===== config.mk =====
export PLATFORM = sky130hd
export DESIGN_NAME = fifo_replacement_lookup_cache_flat
export DESIGN_NICKNAME = d
export VERILOG_FILES = /design/src/rtl/frlc_pkg.sv /design/src/rtl/frlc_if.sv /design/src/rtl/frlc_ram.sv /design/src/rtl/fifo_replacement_lookup_cache.sv /design/src/flat_wrapper.sv
export SDC_FILE = /design/constraint.sdc
export NUM_CORES = 2
export LEC_CHECK = 0
export BUFFER_PORTS_ARGS = -buffer_cell sky130_fd_sc_hd__clkbuf_2
export CORE_MARGIN = 5
export CORE_UTILIZATION = 55
export DETAILED_ROUTE_END_ITERATION = 10
export GPL_TIMING_DRIVEN = 0
export PLACE_DENSITY_LB_ADDON = 0.15
export SYNTH_ARGS = -nofsm -noshare
export SYNTH_HDL_FRONTEND = slang
export SYNTH_SLANG_ARGS = --single-unit

===== constraint.sdc =====
create_clock -name clock -period 7.1 [get_ports clock]
set_input_delay 0.71 -clock clock [delete_from_list [all_inputs] [get_ports clock]]
set_output_delay 0.71 -clock clock [all_outputs]
set_load 0.005 [all_outputs]

===== src/rtl/frlc_pkg.sv =====
`timescale 1ns / 1ps
`default_nettype none
// ----------------------------------------------------------------------------
// frlc_pkg
// Shared sizes, codes and ring helpers of the FIFO-replacement lookup cache.
// ----------------------------------------------------------------------------
package frlc_pkg;

   localparam int ENTRIES     = 64;
   localparam int KEY_WIDTH   = 32;
   localparam int VALUE_WIDTH = 32;

   localparam int ADDR_W  = $clog2(ENTRIES);
   localparam int CNT_W   = $clog2(ENTRIES + 1);
   localparam int SUM_W   = CNT_W + 1;
   localparam int CAP_W   = 7;
   localparam int OCC_W   = 7;
   localparam int COUNT_W = 32;
   localparam int CMP_W   = (CAP_W > CNT_W) ? CAP_W : CNT_W;
   localparam int REQ_W   = 2;
   localparam int OUT_W   = 3;

   localparam logic [CAP_W-1:0] CAP_RESET = CAP_W'(64);

   typedef enum logic [REQ_W-1:0] {
      REQ_LOOKUP = 2'd0,
      REQ_INSERT = 2'd1,
      REQ_CLEAR  = 2'd2
   } req_code_type;

   typedef enum logic [OUT_W-1:0] {
      OC_HIT     = 3'd0,
      OC_MISS    = 3'd1,
      OC_STORED  = 3'd2,
      OC_EVICTED = 3'd3,
      OC_IGNORED = 3'd4,
      OC_CLEARED = 3'd5
   } outcome_type;

   // advance a ring slot by one, wrapping at ENTRIES
   function automatic logic [ADDR_W-1:0] ring_next(input logic [ADDR_W-1:0] slot);
      logic [ADDR_W-1:0] res;
      if (CNT_W'(slot) == CNT_W'(ENTRIES - 1)) begin
         res = '0;
      end else begin
         res = slot + ADDR_W'(1);
      end
      return res;
   endfunction

   // slot plus an offset of at most ENTRIES, wrapped once
   function automatic logic [ADDR_W-1:0] ring_add(input logic [ADDR_W-1:0] slot,
                                                  input logic [CNT_W-1:0]  offs);
      logic [SUM_W-1:0] sum;
      sum = SUM_W'(slot) + SUM_W'(offs);
      if (sum >= SUM_W'(ENTRIES)) begin
         sum = sum - SUM_W'(ENTRIES);
      end
      return sum[ADDR_W-1:0];
   endfunction

   // capacity zero acts as one, above ENTRIES acts as ENTRIES
   function automatic logic [CNT_W-1:0] eff_capacity(input logic [CAP_W-1:0] cap);
      logic [CNT_W-1:0] res;
      if (cap == '0) begin
         res = CNT_W'(1);
      end else if (CMP_W'(cap) > CMP_W'(ENTRIES)) begin
         res = CNT_W'(ENTRIES);
      end else begin
         res = CNT_W'(cap);
      end
      return res;
   endfunction

endpackage
`default_nettype wire


===== src/rtl/frlc_if.sv =====
`timescale 1ns / 1ps
`default_nettype none
// ----------------------------------------------------------------------------
// frlc request and response channels
// Valid/ready channels carrying one request item and one response item.
// ----------------------------------------------------------------------------
interface frlc_req_if;
   logic                              valid;
   logic                              ready;
   logic [frlc_pkg::REQ_W-1:0]        req_type;
   logic [frlc_pkg::KEY_WIDTH-1:0]    lookup_key;
   logic [frlc_pkg::VALUE_WIDTH-1:0]  value_in;

   modport source (output valid, output req_type, output lookup_key, output value_in,
                   input ready);
   modport sink   (input valid, input req_type, input lookup_key, input value_in,
                   output ready);
endinterface

interface frlc_rsp_if;
   logic                              valid;
   logic                              ready;
   logic [frlc_pkg::OUT_W-1:0]        outcome;
   logic [frlc_pkg::VALUE_WIDTH-1:0]  value_out;
   logic [frlc_pkg::COUNT_W-1:0]      hit_count;
   logic [frlc_pkg::COUNT_W-1:0]      miss_count;
   logic [frlc_pkg::OCC_W-1:0]        occupancy;

   modport source (output valid, output outcome, output value_out, output hit_count,
                   output miss_count, output occupancy, input ready);
   modport sink   (input valid, input outcome, input value_out, input hit_count,
                   input miss_count, input occupancy, output ready);
endinterface
`default_nettype wire


===== src/rtl/frlc_ram.sv =====
`timescale 1ns / 1ps
`default_nettype none
// ----------------------------------------------------------------------------
// frlc_ram
// Simple dual-port synchronous RAM, one write and one registered read port.
// ----------------------------------------------------------------------------
module frlc_ram #(
   parameter int DEPTH = 64,
   parameter int WIDTH = 64
) (
   input  wire logic                      clock,
   input  wire logic                      wr_en,
   input  wire logic [$clog2(DEPTH)-1:0]  wr_addr,
   input  wire logic [WIDTH-1:0]          wr_data,
   input  wire logic                      rd_en,
   input  wire logic [$clog2(DEPTH)-1:0]  rd_addr,
   output      logic [WIDTH-1:0]          rd_data
);

   logic [WIDTH-1:0] mem [DEPTH];

   always_ff @(posedge clock) begin
      if (wr_en) begin
         mem[wr_addr] <= wr_data;
      end
   end

   always_ff @(posedge clock) begin
      if (rd_en) begin
         rd_data <= mem[rd_addr];
      end
   end

endmodule
`default_nettype wire


===== src/rtl/fifo_replacement_lookup_cache.sv =====
// Lookups and inserts walk the live entries through the key/value RAM's single read
//   port (a hit ends the walk early); clear and undefined requests skip the walk.
// One request is handled at a time: a new one is accepted only once the last has
//   been committed to the response register and the cache is idle again.
// Reset: synchronous, active high; clears counters and ring pointers and sets the
//   capacity to 64. RAM contents are not cleared: the fill count marks live entries.
`timescale 1ns / 1ps
`default_nettype none
// ----------------------------------------------------------------------------
// fifo_replacement_lookup_cache
// Fully associative key/value cache with FIFO replacement and hit/miss counters.
// ----------------------------------------------------------------------------
module fifo_replacement_lookup_cache (
   input  wire logic                        clock,
   input  wire logic                        reset,
   input  wire logic                        csr_wr_en,
   input  wire logic [frlc_pkg::CAP_W-1:0]  csr_wr_data,
   frlc_req_if.sink                         req_ch,
   frlc_rsp_if.source                       rsp_ch
);

   localparam int DATA_W = frlc_pkg::KEY_WIDTH + frlc_pkg::VALUE_WIDTH;

   typedef enum logic [1:0] {
      ST_IDLE,
      ST_SEARCH,
      ST_FINISH
   } state_type;

   state_type                          state_ff, state_in;
   logic [frlc_pkg::CAP_W-1:0]         cap_ff, cap_in;
   logic [frlc_pkg::CNT_W-1:0]         fill_ff, fill_in;
   logic [frlc_pkg::ADDR_W-1:0]        oldest_ff, oldest_in;
   logic [frlc_pkg::COUNT_W-1:0]       hit_cnt_ff, hit_cnt_in;
   logic [frlc_pkg::COUNT_W-1:0]       miss_cnt_ff, miss_cnt_in;
   logic [frlc_pkg::CNT_W-1:0]         idx_ff, idx_in;
   logic [frlc_pkg::ADDR_W-1:0]        ptr_ff, ptr_in;
   logic                               pend_ff, pend_in;
   logic                               found_ff, found_in;
   logic                               rsp_valid_ff, rsp_valid_in;
   logic [frlc_pkg::OUT_W-1:0]         outcome_ff, outcome_in;
   logic [frlc_pkg::VALUE_WIDTH-1:0]   value_out_ff, value_out_in;

   logic [frlc_pkg::REQ_W-1:0]         kind_ff;
   logic [frlc_pkg::KEY_WIDTH-1:0]     key_ff;
   logic [frlc_pkg::VALUE_WIDTH-1:0]   val_ff;
   logic [frlc_pkg::VALUE_WIDTH-1:0]   found_val_ff;

   logic                               accept;
   logic                               commit;
   logic                               issue;
   logic                               key_match;
   logic                               evict;

   logic                               rd_en;
   logic [frlc_pkg::ADDR_W-1:0]        rd_addr;
   logic [DATA_W-1:0]                  rd_data;
   logic                               wr_en;
   logic [frlc_pkg::ADDR_W-1:0]        wr_addr;
   logic [DATA_W-1:0]                  wr_data;

   frlc_ram #(
      .DEPTH (frlc_pkg::ENTRIES),
      .WIDTH (DATA_W)
   ) u_store (
      .clock   (clock),
      .wr_en   (wr_en),
      .wr_addr (wr_addr),
      .wr_data (wr_data),
      .rd_en   (rd_en),
      .rd_addr (rd_addr),
      .rd_data (rd_data)
   );

   assign req_ch.ready      = (state_ff == ST_IDLE);
   assign accept            = req_ch.valid && (state_ff == ST_IDLE);

   // counters and fill only move at commit, so they match the held response
   assign rsp_ch.valid      = rsp_valid_ff;
   assign rsp_ch.outcome    = outcome_ff;
   assign rsp_ch.value_out  = value_out_ff;
   assign rsp_ch.hit_count  = hit_cnt_ff;
   assign rsp_ch.miss_count = miss_cnt_ff;
   assign rsp_ch.occupancy  = frlc_pkg::OCC_W'(fill_ff);

   assign issue     = (idx_ff < fill_ff);
   assign key_match = pend_ff &&
                      (rd_data[frlc_pkg::VALUE_WIDTH +: frlc_pkg::KEY_WIDTH] == key_ff);
   assign evict     = (fill_ff >= frlc_pkg::eff_capacity(cap_ff));

   always_comb begin
      state_in     = state_ff;
      cap_in       = csr_wr_en ? csr_wr_data : cap_ff;
      fill_in      = fill_ff;
      oldest_in    = oldest_ff;
      hit_cnt_in   = hit_cnt_ff;
      miss_cnt_in  = miss_cnt_ff;
      idx_in       = idx_ff;
      ptr_in       = ptr_ff;
      pend_in      = pend_ff;
      found_in     = found_ff;
      rsp_valid_in = rsp_valid_ff && !rsp_ch.ready;
      outcome_in   = outcome_ff;
      value_out_in = value_out_ff;
      commit       = 1'b0;
      rd_en        = 1'b0;
      rd_addr      = ptr_ff;
      wr_en        = 1'b0;
      wr_addr      = frlc_pkg::ring_add(oldest_ff, fill_ff);
      wr_data      = {key_ff, val_ff};

      case (state_ff)
         ST_IDLE: begin
            if (accept) begin
               idx_in   = '0;
               ptr_in   = oldest_ff;
               pend_in  = 1'b0;
               found_in = 1'b0;
               if (req_ch.req_type == frlc_pkg::REQ_LOOKUP ||
                   req_ch.req_type == frlc_pkg::REQ_INSERT) begin
                  state_in = ST_SEARCH;
               end else begin
                  state_in = ST_FINISH;
               end
            end
         end
         ST_SEARCH: begin
            // walk the live ring one slot a cycle, compare each read in the cycle after it
            rd_en = issue;
            if (key_match) begin
               found_in = 1'b1;
               pend_in  = 1'b0;
               state_in = ST_FINISH;
            end else if (!issue) begin
               pend_in  = 1'b0;
               state_in = ST_FINISH;
            end else begin
               pend_in = 1'b1;
               idx_in  = idx_ff + frlc_pkg::CNT_W'(1);
               ptr_in  = frlc_pkg::ring_next(ptr_ff);
            end
         end
         ST_FINISH: begin
            if (!rsp_valid_ff || rsp_ch.ready) begin
               commit       = 1'b1;
               rsp_valid_in = 1'b1;
               value_out_in = '0;
               state_in     = ST_IDLE;
               case (kind_ff)
                  frlc_pkg::REQ_LOOKUP: begin
                     if (found_ff) begin
                        outcome_in   = frlc_pkg::OC_HIT;
                        value_out_in = found_val_ff;
                        if (hit_cnt_ff != '1) begin
                           hit_cnt_in = hit_cnt_ff + frlc_pkg::COUNT_W'(1);
                        end
                     end else begin
                        outcome_in = frlc_pkg::OC_MISS;
                        if (miss_cnt_ff != '1) begin
                           miss_cnt_in = miss_cnt_ff + frlc_pkg::COUNT_W'(1);
                        end
                     end
                  end
                  frlc_pkg::REQ_INSERT: begin
                     if (found_ff) begin
                        outcome_in = frlc_pkg::OC_IGNORED;
                     end else begin
                        // new entry lands at oldest + fill either way
                        wr_en = 1'b1;
                        if (evict) begin
                           outcome_in = frlc_pkg::OC_EVICTED;
                           oldest_in  = frlc_pkg::ring_next(oldest_ff);
                        end else begin
                           outcome_in = frlc_pkg::OC_STORED;
                           fill_in    = fill_ff + frlc_pkg::CNT_W'(1);
                        end
                     end
                  end
                  frlc_pkg::REQ_CLEAR: begin
                     outcome_in  = frlc_pkg::OC_CLEARED;
                     fill_in     = '0;
                     oldest_in   = '0;
                     hit_cnt_in  = '0;
                     miss_cnt_in = '0;
                  end
                  default: begin
                     outcome_in = frlc_pkg::OC_IGNORED;
                  end
               endcase
            end
         end
         default: begin
            state_in = ST_IDLE;
         end
      endcase
   end

   always_ff @(posedge clock) begin
      if (reset) begin
         state_ff     <= ST_IDLE;
         cap_ff       <= frlc_pkg::CAP_RESET;
         fill_ff      <= '0;
         oldest_ff    <= '0;
         hit_cnt_ff   <= '0;
         miss_cnt_ff  <= '0;
         idx_ff       <= '0;
         ptr_ff       <= '0;
         pend_ff      <= 1'b0;
         found_ff     <= 1'b0;
         rsp_valid_ff <= 1'b0;
         outcome_ff   <= frlc_pkg::OC_IGNORED;
         value_out_ff <= '0;
      end else begin
         state_ff     <= state_in;
         cap_ff       <= cap_in;
         fill_ff      <= fill_in;
         oldest_ff    <= oldest_in;
         hit_cnt_ff   <= hit_cnt_in;
         miss_cnt_ff  <= miss_cnt_in;
         idx_ff       <= idx_in;
         ptr_ff       <= ptr_in;
         pend_ff      <= pend_in;
         found_ff     <= found_in;
         rsp_valid_ff <= rsp_valid_in;
         outcome_ff   <= outcome_in;
         value_out_ff <= value_out_in;
      end
   end

   // request payload and matched value, no reset needed
   always_ff @(posedge clock) begin
      if (accept) begin
         kind_ff <= req_ch.req_type;
         key_ff  <= req_ch.lookup_key;
         val_ff  <= req_ch.value_in;
      end
      if (state_ff == ST_SEARCH && key_match) begin
         found_val_ff <= rd_data[frlc_pkg::VALUE_WIDTH-1:0];
      end
   end

`ifndef SYNTH
   a_fill_bound: assert property (@(posedge clock) disable iff (reset)
      fill_ff <= frlc_pkg::CNT_W'(frlc_pkg::ENTRIES))
      else $error("fill count above entry count");

   a_read_in_ring: assert property (@(posedge clock) disable iff (reset)
      rd_en |-> (idx_ff < fill_ff && state_ff == ST_SEARCH))
      else $error("store read outside the live ring");

   a_no_rw_overlap: assert property (@(posedge clock) disable iff (reset)
      !(rd_en && wr_en))
      else $error("store read and write in the same cycle");

   a_counters_hold: assert property (@(posedge clock) disable iff (reset)
      (rsp_ch.valid && !rsp_ch.ready) |=> ($stable(hit_cnt_ff) && $stable(miss_cnt_ff)
                                           && $stable(fill_ff)))
      else $error("counters moved under a stalled response");

   a_clear_empties: assert property (@(posedge clock) disable iff (reset)
      (commit && kind_ff == frlc_pkg::REQ_CLEAR) |=> (fill_ff == '0 && hit_cnt_ff == '0))
      else $error("clear left entries or hits behind");
`endif

endmodule
`default_nettype wire


===== src/flat_wrapper.sv =====
// flat-port wrapper written by rule: the top's interface ports become plain ports
module fifo_replacement_lookup_cache_flat 
  (clock, reset, csr_wr_en, csr_wr_data, req_ch_valid, req_ch_req_type, req_ch_lookup_key, req_ch_value_in, req_ch_ready, rsp_ch_valid, rsp_ch_outcome, rsp_ch_value_out, rsp_ch_hit_count, rsp_ch_miss_count, rsp_ch_occupancy, rsp_ch_ready);
  frlc_req_if req_ch_i ();
  frlc_rsp_if rsp_ch_i ();
  input  wire logic clock;
  input  wire logic reset;
  input  wire logic csr_wr_en;
  input  wire logic [frlc_pkg::CAP_W-1:0] csr_wr_data;
  input wire logic [$bits(req_ch_i.valid)-1:0] req_ch_valid;
  input wire logic [$bits(req_ch_i.req_type)-1:0] req_ch_req_type;
  input wire logic [$bits(req_ch_i.lookup_key)-1:0] req_ch_lookup_key;
  input wire logic [$bits(req_ch_i.value_in)-1:0] req_ch_value_in;
  output wire logic [$bits(req_ch_i.ready)-1:0] req_ch_ready;
  output wire logic [$bits(rsp_ch_i.valid)-1:0] rsp_ch_valid;
  output wire logic [$bits(rsp_ch_i.outcome)-1:0] rsp_ch_outcome;
  output wire logic [$bits(rsp_ch_i.value_out)-1:0] rsp_ch_value_out;
  output wire logic [$bits(rsp_ch_i.hit_count)-1:0] rsp_ch_hit_count;
  output wire logic [$bits(rsp_ch_i.miss_count)-1:0] rsp_ch_miss_count;
  output wire logic [$bits(rsp_ch_i.occupancy)-1:0] rsp_ch_occupancy;
  input wire logic [$bits(rsp_ch_i.ready)-1:0] rsp_ch_ready;
  assign req_ch_i.valid = req_ch_valid;
  assign req_ch_i.req_type = req_ch_req_type;
  assign req_ch_i.lookup_key = req_ch_lookup_key;
  assign req_ch_i.value_in = req_ch_value_in;
  assign req_ch_ready = req_ch_i.ready;
  assign rsp_ch_valid = rsp_ch_i.valid;
  assign rsp_ch_outcome = rsp_ch_i.outcome;
  assign rsp_ch_value_out = rsp_ch_i.value_out;
  assign rsp_ch_hit_count = rsp_ch_i.hit_count;
  assign rsp_ch_miss_count = rsp_ch_i.miss_count;
  assign rsp_ch_occupancy = rsp_ch_i.occupancy;
  assign rsp_ch_i.ready = rsp_ch_ready;
  fifo_replacement_lookup_cache u_core (.clock(clock), .reset(reset), .csr_wr_en(csr_wr_en), .csr_wr_data(csr_wr_data), .req_ch(req_ch_i), .rsp_ch(rsp_ch_i));
endmodule

# Word level (Yosys, flattened, before mapping)
# Memory sizes are Yosys's and may differ from the RTL's. A register that Yosys moved wholly into a read port is not among the register bits.
# Cells that the tools add are included.
# totals
mem_bits_rw	4096
romBits	0
wordCells	129
latchBits	0
output_inout_bits	108
memories	1
regBits	235
# classes
n_bitwise	0
add_sub_neg	8
n_lt_le_gt_ge	4
reduce_logical	24
n_shift	0
div_mod_pow	0
mux	52
mul	0
n_eq_ne	23
# mem_list
name	words	width	rd	rd_clocked_by_memory_dff	wr	line	rtl
u_core.u_store.mem	64	64	1	1	1	frlc_ram.sv:20	logic [WIDTH-1:0] mem [DEPTH];
# ops
operator	count
32-bit two-way mux	6
32-bit case mux with 2 select lines	2
32-bit by 1-bit adder with 32-bit output (second input constant)	2
32-bit != test (second input constant)	2
7-bit two-way mux	7
6-bit two-way mux	8
32-bit equality test	1
7-bit case mux with 2 select lines	2
6-bit case mux with 2 select lines	2
5-bit AND reduction	4
2-bit by 1-bit != test with 1-bit output (second input constant)	8
1-bit two-way mux	15
7-bit by 1-bit adder with 7-bit output (second input constant)	2
6-bit by 1-bit adder with 6-bit output (second input constant)	2
6-bit equality test (second input constant)	2
2-bit two-way mux	5
3-bit case mux with 3 select lines	1
6-bit by 7-bit adder with 8-bit output	1
8-bit by 7-bit >= comparator with 1-bit output (second input constant)	1
2-bit != test (second input constant)	4
7-bit >= comparator	1
7-bit greater-than comparator (second input constant)	1
7-bit logical NOT	1
7-bit < comparator	1
15 further kinds	30

# Logic depth before layout (Yosys ltp)
# logic_depth
depth_word	7
ltp_mapped	10
mapped_depth_nobuf	10

# By module
# From an unflattened synthesis, not the netlist that was laid out.
# hier_totals
cells_unflattened	7519
area_unflattened_um2	166935.1
# by_module_without_submodules
module	seq_area_each_um2	instances	area_each_um2	cells_per_inst
frlc_ram	124919.8	1	157011.8	6598
fifo_replacement_lookup_cache	5685.5	1	9923.3	921

# Worst setup path before layout
# Ideal clock, no wire load.
# synth_path
kind	reg-to-reg
startpoint	register u_core.fill_ff, in the netlist u_core.rsp_ch.occupancy[1]
endpoint	memory u_core.u_store.mem[0][0] (enable)
stages_incl_launch_ff	8
period_less_slack_ns	5.053
required_ns	6.613
setup_slack_ns	2.047
arrival_ns	4.567
n_path_buf	0
cell_sequence	dfxtp_1 ha_1 a21o_1 a21o_1 a2111o_1 o211ai_1 nand2_1 nor2_1
# synth_via
elab_chain_len	3
elab_cells_between_ends	4
# synth_rtl
element	line	rtl
start, declared	fifo_replacement_lookup_cache.sv:32	logic [frlc_pkg::CNT_W-1:0] fill_ff, fill_in;
start signal, assigned	fifo_replacement_lookup_cache.sv:216	fill_ff <= fill_in;
6-bit by 7-bit adder with 8-bit output *	frlc_pkg.sv:55	sum = SUM_W'(slot) + SUM_W'(offs);
8-bit by 7-bit >= comparator with 1-bit output / 6-bit by 1-bit subtractor with 6-bit output (equally long branches)	frlc_pkg.sv:56, frlc_pkg.sv:57	
6-bit two-way mux *	frlc_pkg.sv:56	if (sum >= SUM_W'(ENTRIES)) begin
end, declared	frlc_ram.sv:20	
# Every way passes the cells marked *; elsewhere a longest branch is shown, timed or not.

# Final worst setup path
# layout_path
startpoint	register u_core.key_ff[19] in the netlist's numbering
endpoint	register u_core.found_val_ff[29] in the netlist's numbering (enable)
# layout_via
elab_chain_len	3
# layout_rtl
element	line	rtl
start, declared	fifo_replacement_lookup_cache.sv:45	logic [frlc_pkg::KEY_WIDTH-1:0] key_ff;
start signal, assigned	fifo_replacement_lookup_cache.sv:234	key_ff <= req_ch.lookup_key;
32-bit equality test	fifo_replacement_lookup_cache.sv:88	(rd_data[frlc_pkg::VALUE_WIDTH +: frlc_pkg::KEY_WIDTH] == key_ff);
1-bit logical AND	fifo_replacement_lookup_cache.sv:87	assign key_match = pend_ff &&
1-bit logical AND	fifo_replacement_lookup_cache.sv:237	if (state_ff == ST_SEARCH && key_match) begin
end signal, assigned	fifo_replacement_lookup_cache.sv:238	found_val_ff <= rd_data[frlc_pkg::VALUE_WIDTH-1:0];
end, declared	fifo_replacement_lookup_cache.sv:47	logic [frlc_pkg::VALUE_WIDTH-1:0] found_val_ff;
# Every way passes these cells.
# A chain may end at the register's enable or synchronous reset.

==> impl_metrics.yaml <==
placement:
  portBuffers: 183
  post-dp-hpwl_um: 300000
  place.gp.congestion: 0.804
sta:
  rsz0062_at_grt: "false"
  min_period_ns: 5.23
  hold_ws_ns: 0.161
  skew_ns: 0.0738
  tightest_slew_ns: 1.34
  finalHoldViolations: 0
  setup_viol: 0
  maxSlewHeadroom_pct: 10.8
  period_share_pct: 73.7
  clock.fmax_mhz: 191
  drv_slew: 0
  finalSetupTns_ns: 0
drt:
  wirelength_um: 430000
  via_per_inst: 6.54
  via_count: 81055
  ant_nets: 0
  drt-pass1-iter-count: 8
  drtIter0Drc: 11565
  wl_per_cell_um: 34.7
  remaining_drc_errors: 0
cts:
  clock_sinks: 4395
  cts_setup_buffers: 0
  insertion_delay_ns: 0.97
  clk_pin_slew_ns: 0.07
  cts_max_level: 5
  clockRootBuffer: "clkbuf_16"
  clockBufferDepth: 4
  numCtsBuffers: 435
  cts_tree: "built"
  cts_resized: 0
setup_path:
  end_kind: "register"
  crit_type: "reg -> reg"
  crit_path_start: "u_core.key_ff[19]"
  arrival_ns: 5.85
  r2r_setup_slack_ns: 1.87
  worstPathMaxFanout: 36
  r2r_cells: 7
  reg2reg_from: "u_core.key_ff[19]"
  start_kind: "register"
  required_ns: 7.72
  reg2reg_to: "u_core.found_val_ff[29]"
yosys:
  synth_edf_count: 4258
  syn_inst: 7014
  avgSynthCellArea_um2: 23.8
  synthArstFlopShare_pct: 0
  ys_ff_latch: 4395
  synth.distinct_cells: 58
  synth_top_area_cell: "edfxtp_1"
  synth_fp_nets: 7121
  syn_area_mm2: 0.167
  yosysMostFrequentCell: "edfxtp_1"
  synth_ff_type: "edfxtp_1"
  yosysSeqAreaShare_pct: 78.3
  synthTopCellsByArea: "edfxtp_1 (77%), mux4_2 (17%), dfxtp_1 (1.6%)"
  yosys_warnings: 0
  synth_top_area_share_pct: 76.7
  ys_top_cells_by_count: "edfxtp_1 (4258), mux4_2 (1280), clkbuf_1 (202)"
global_routing:
  antenna_found_initial: 29
  grt_pass1_vias: 82330
  grt_pass1_wl_um: 612000
  grt_use_total_pct: 27.4
  grt_max_degree: 42
  overflow: 0
power:
  p_switching_uw: 11000
  leakagePower_uw: 0.0599
  pwr-share-comb_pct: 3.0
  seqPwrFrac_pct: 53.8
  p_per_area_mw_per_mm2: 274
  max-vdd-ir-drop_mv: 0.252
  pwr-share-clk_pct: 43.2
  power.share.switching_pct: 20.5
  internal-power_uw: 42500
cells_and_area:
  drive_above_1_share_pct: 31.3
  area_growth_pct: 17.1
  nets: 8109
hold_path:
  hold_path.startpoint: "req_ch_valid"
  hp-class: "in -> reg"
  hold_end: "u_core.pend_ff"
  min_path_cells: 4
floorplan:
  fp.dieW_um: 561
  io-pin-count: 186
  dieArea_mm2: 0.314
  die_h_um: 561
  placementRows: 202
  core_area_mm2: 0.302
  initial_core_util_pct: 55.2
flow_run:
  cap_violations: 0
outcome:
  status: "completed"
## kinds of logic after synthesis
family          count (synthesis)  synth area share [%]
fa+ha+maj                      29                 0.222
simple gates                  537                  1.49
compound gates                300                  1.23
buf+inv                       373                 0.923
xor+xnor                       91                 0.478
flops                        4395                  78.3
mux                          1289                  17.3
## per-layer routing
| metal | GRT usage, % | vias up | routed length [um] |
|---|---|---|---|
| met5 | 0 | - | 86 |
| met3 | 5.36 | 778 | 41300 |
| met1 | 38.4 | 43449 | 163000 |
| met2 | 44.5 | 4547 | 213000 |
| li1 | - | 32267 | - |
| met4 | 7.96 | 14 | 13300 |
## layout make-up
type	count	area (um2)
Clock inverter	288	2980
Inverter	22	87.6
Sequential cell	4395	131000
Buffer	351	1490
Fill cell	19293	107000
Multi-Input combinational cell	2246	35100
Tap cell	3978	4980
Clock buffer	527	11400
Timing Repair Buffer	551	8420
Antenna cell	30	75.1
## power by group through the flow
| stage | clock network [uW] | logic (uW) | registers, uW |
|---|---|---|---|
| 6_report | 23100 | 1610 | 28800 |
| 5_1_grt | 24600 | 1710 | 28700 |
| 4_1_cts | 23400 | 1620 | 28700 |
| 3_5_place_dp | 0 | 1580 | 29300 |
| 3_3_place_gp | 0 | 1100 | 29500 |
| 2_1_floorplan | 0 | 717 | 29400 |
## per-stage QoR
step	instance area (um2)	cells	setup WS (ns)	power (uW)	utilization (%)
floorplan	167000	7014	2.05	30100	-
global placement	173000	11175	-3.76	30600	57.1
detailed placement	180000	11470	1.77	30900	59.5
CTS	195000	12358	1.77	53800	64.6
global route	195000	12366	1.61	55100	64.6
finish	195000	12388	1.87	53500	64.6
## worst max path at each step
stage	end	slack, ns
2_1_floorplan	u_core.u_store.mem[0][0]	2.05
3_3_place_gp	u_core.u_store.mem[54][27]	-3.76
3_5_place_dp	u_core.u_store.mem[47][27]	1.77
4_1_cts	u_core.found_val_ff[29]	1.77
5_1_grt	u_core.found_val_ff[29]	1.61
6_report	u_core.found_val_ff[29]	1.87
## worst max-delay path, cell delays in order (launching register included)
cell and delay [ns]:
edfxtp_1 1.02, buf_16 0.26, xor2_1 0.20, nor4_1 0.77, nand3_1 0.47, nor4_1 0.98
nor2b_4 0.81, buf_12 0.27
## what timing repair did
action	CTS	global route
hold endpoints to repair	74	0
hold buffers	73	0
endpoints found under the setup margin	0	0
## registers in the layout (all words and copies together) (netlist names), 7 cells and up
| signal | cells |
|---|---|
| u_core.rsp_ch.value_out | 32 |
| u_core.key_ff | 32 |
| u_core.rsp_ch.occupancy | 7 |
| u_core.u_store.mem | 4096 |
| u_core.val_ff | 32 |
| u_core.idx_ff | 7 |
| u_core.cap_ff | 7 |
| u_core.u_store.rd_data | 64 |
| u_core.rsp_ch.hit_count | 32 |
| u_core.found_val_ff | 32 |
| u_core.rsp_ch.miss_count | 32 |
## layout by cell type (no fill, tap or decap), drive strengths merged, types with 20 or more instances in the layout
master,Yosys,final
dfxtp,137,137
o21ai,31,31
xnor2,32,32
nand2,158,158
and3,20,20
edfxtp,4258,4258
buf,149,443
a22oi,130,130
bufinv,0,47
inv,21,38
clkinv,1,208
mux4,1280,1280
xor2,59,59
clkbuf,202,913
diode,0,30
nor2,172,172
nand4,31,31
nor3,27,27
a21oi,72,72
nand3,60,60
ha,28,28
dlygate4sd3,0,73
(Power assumes the default switching activity.)
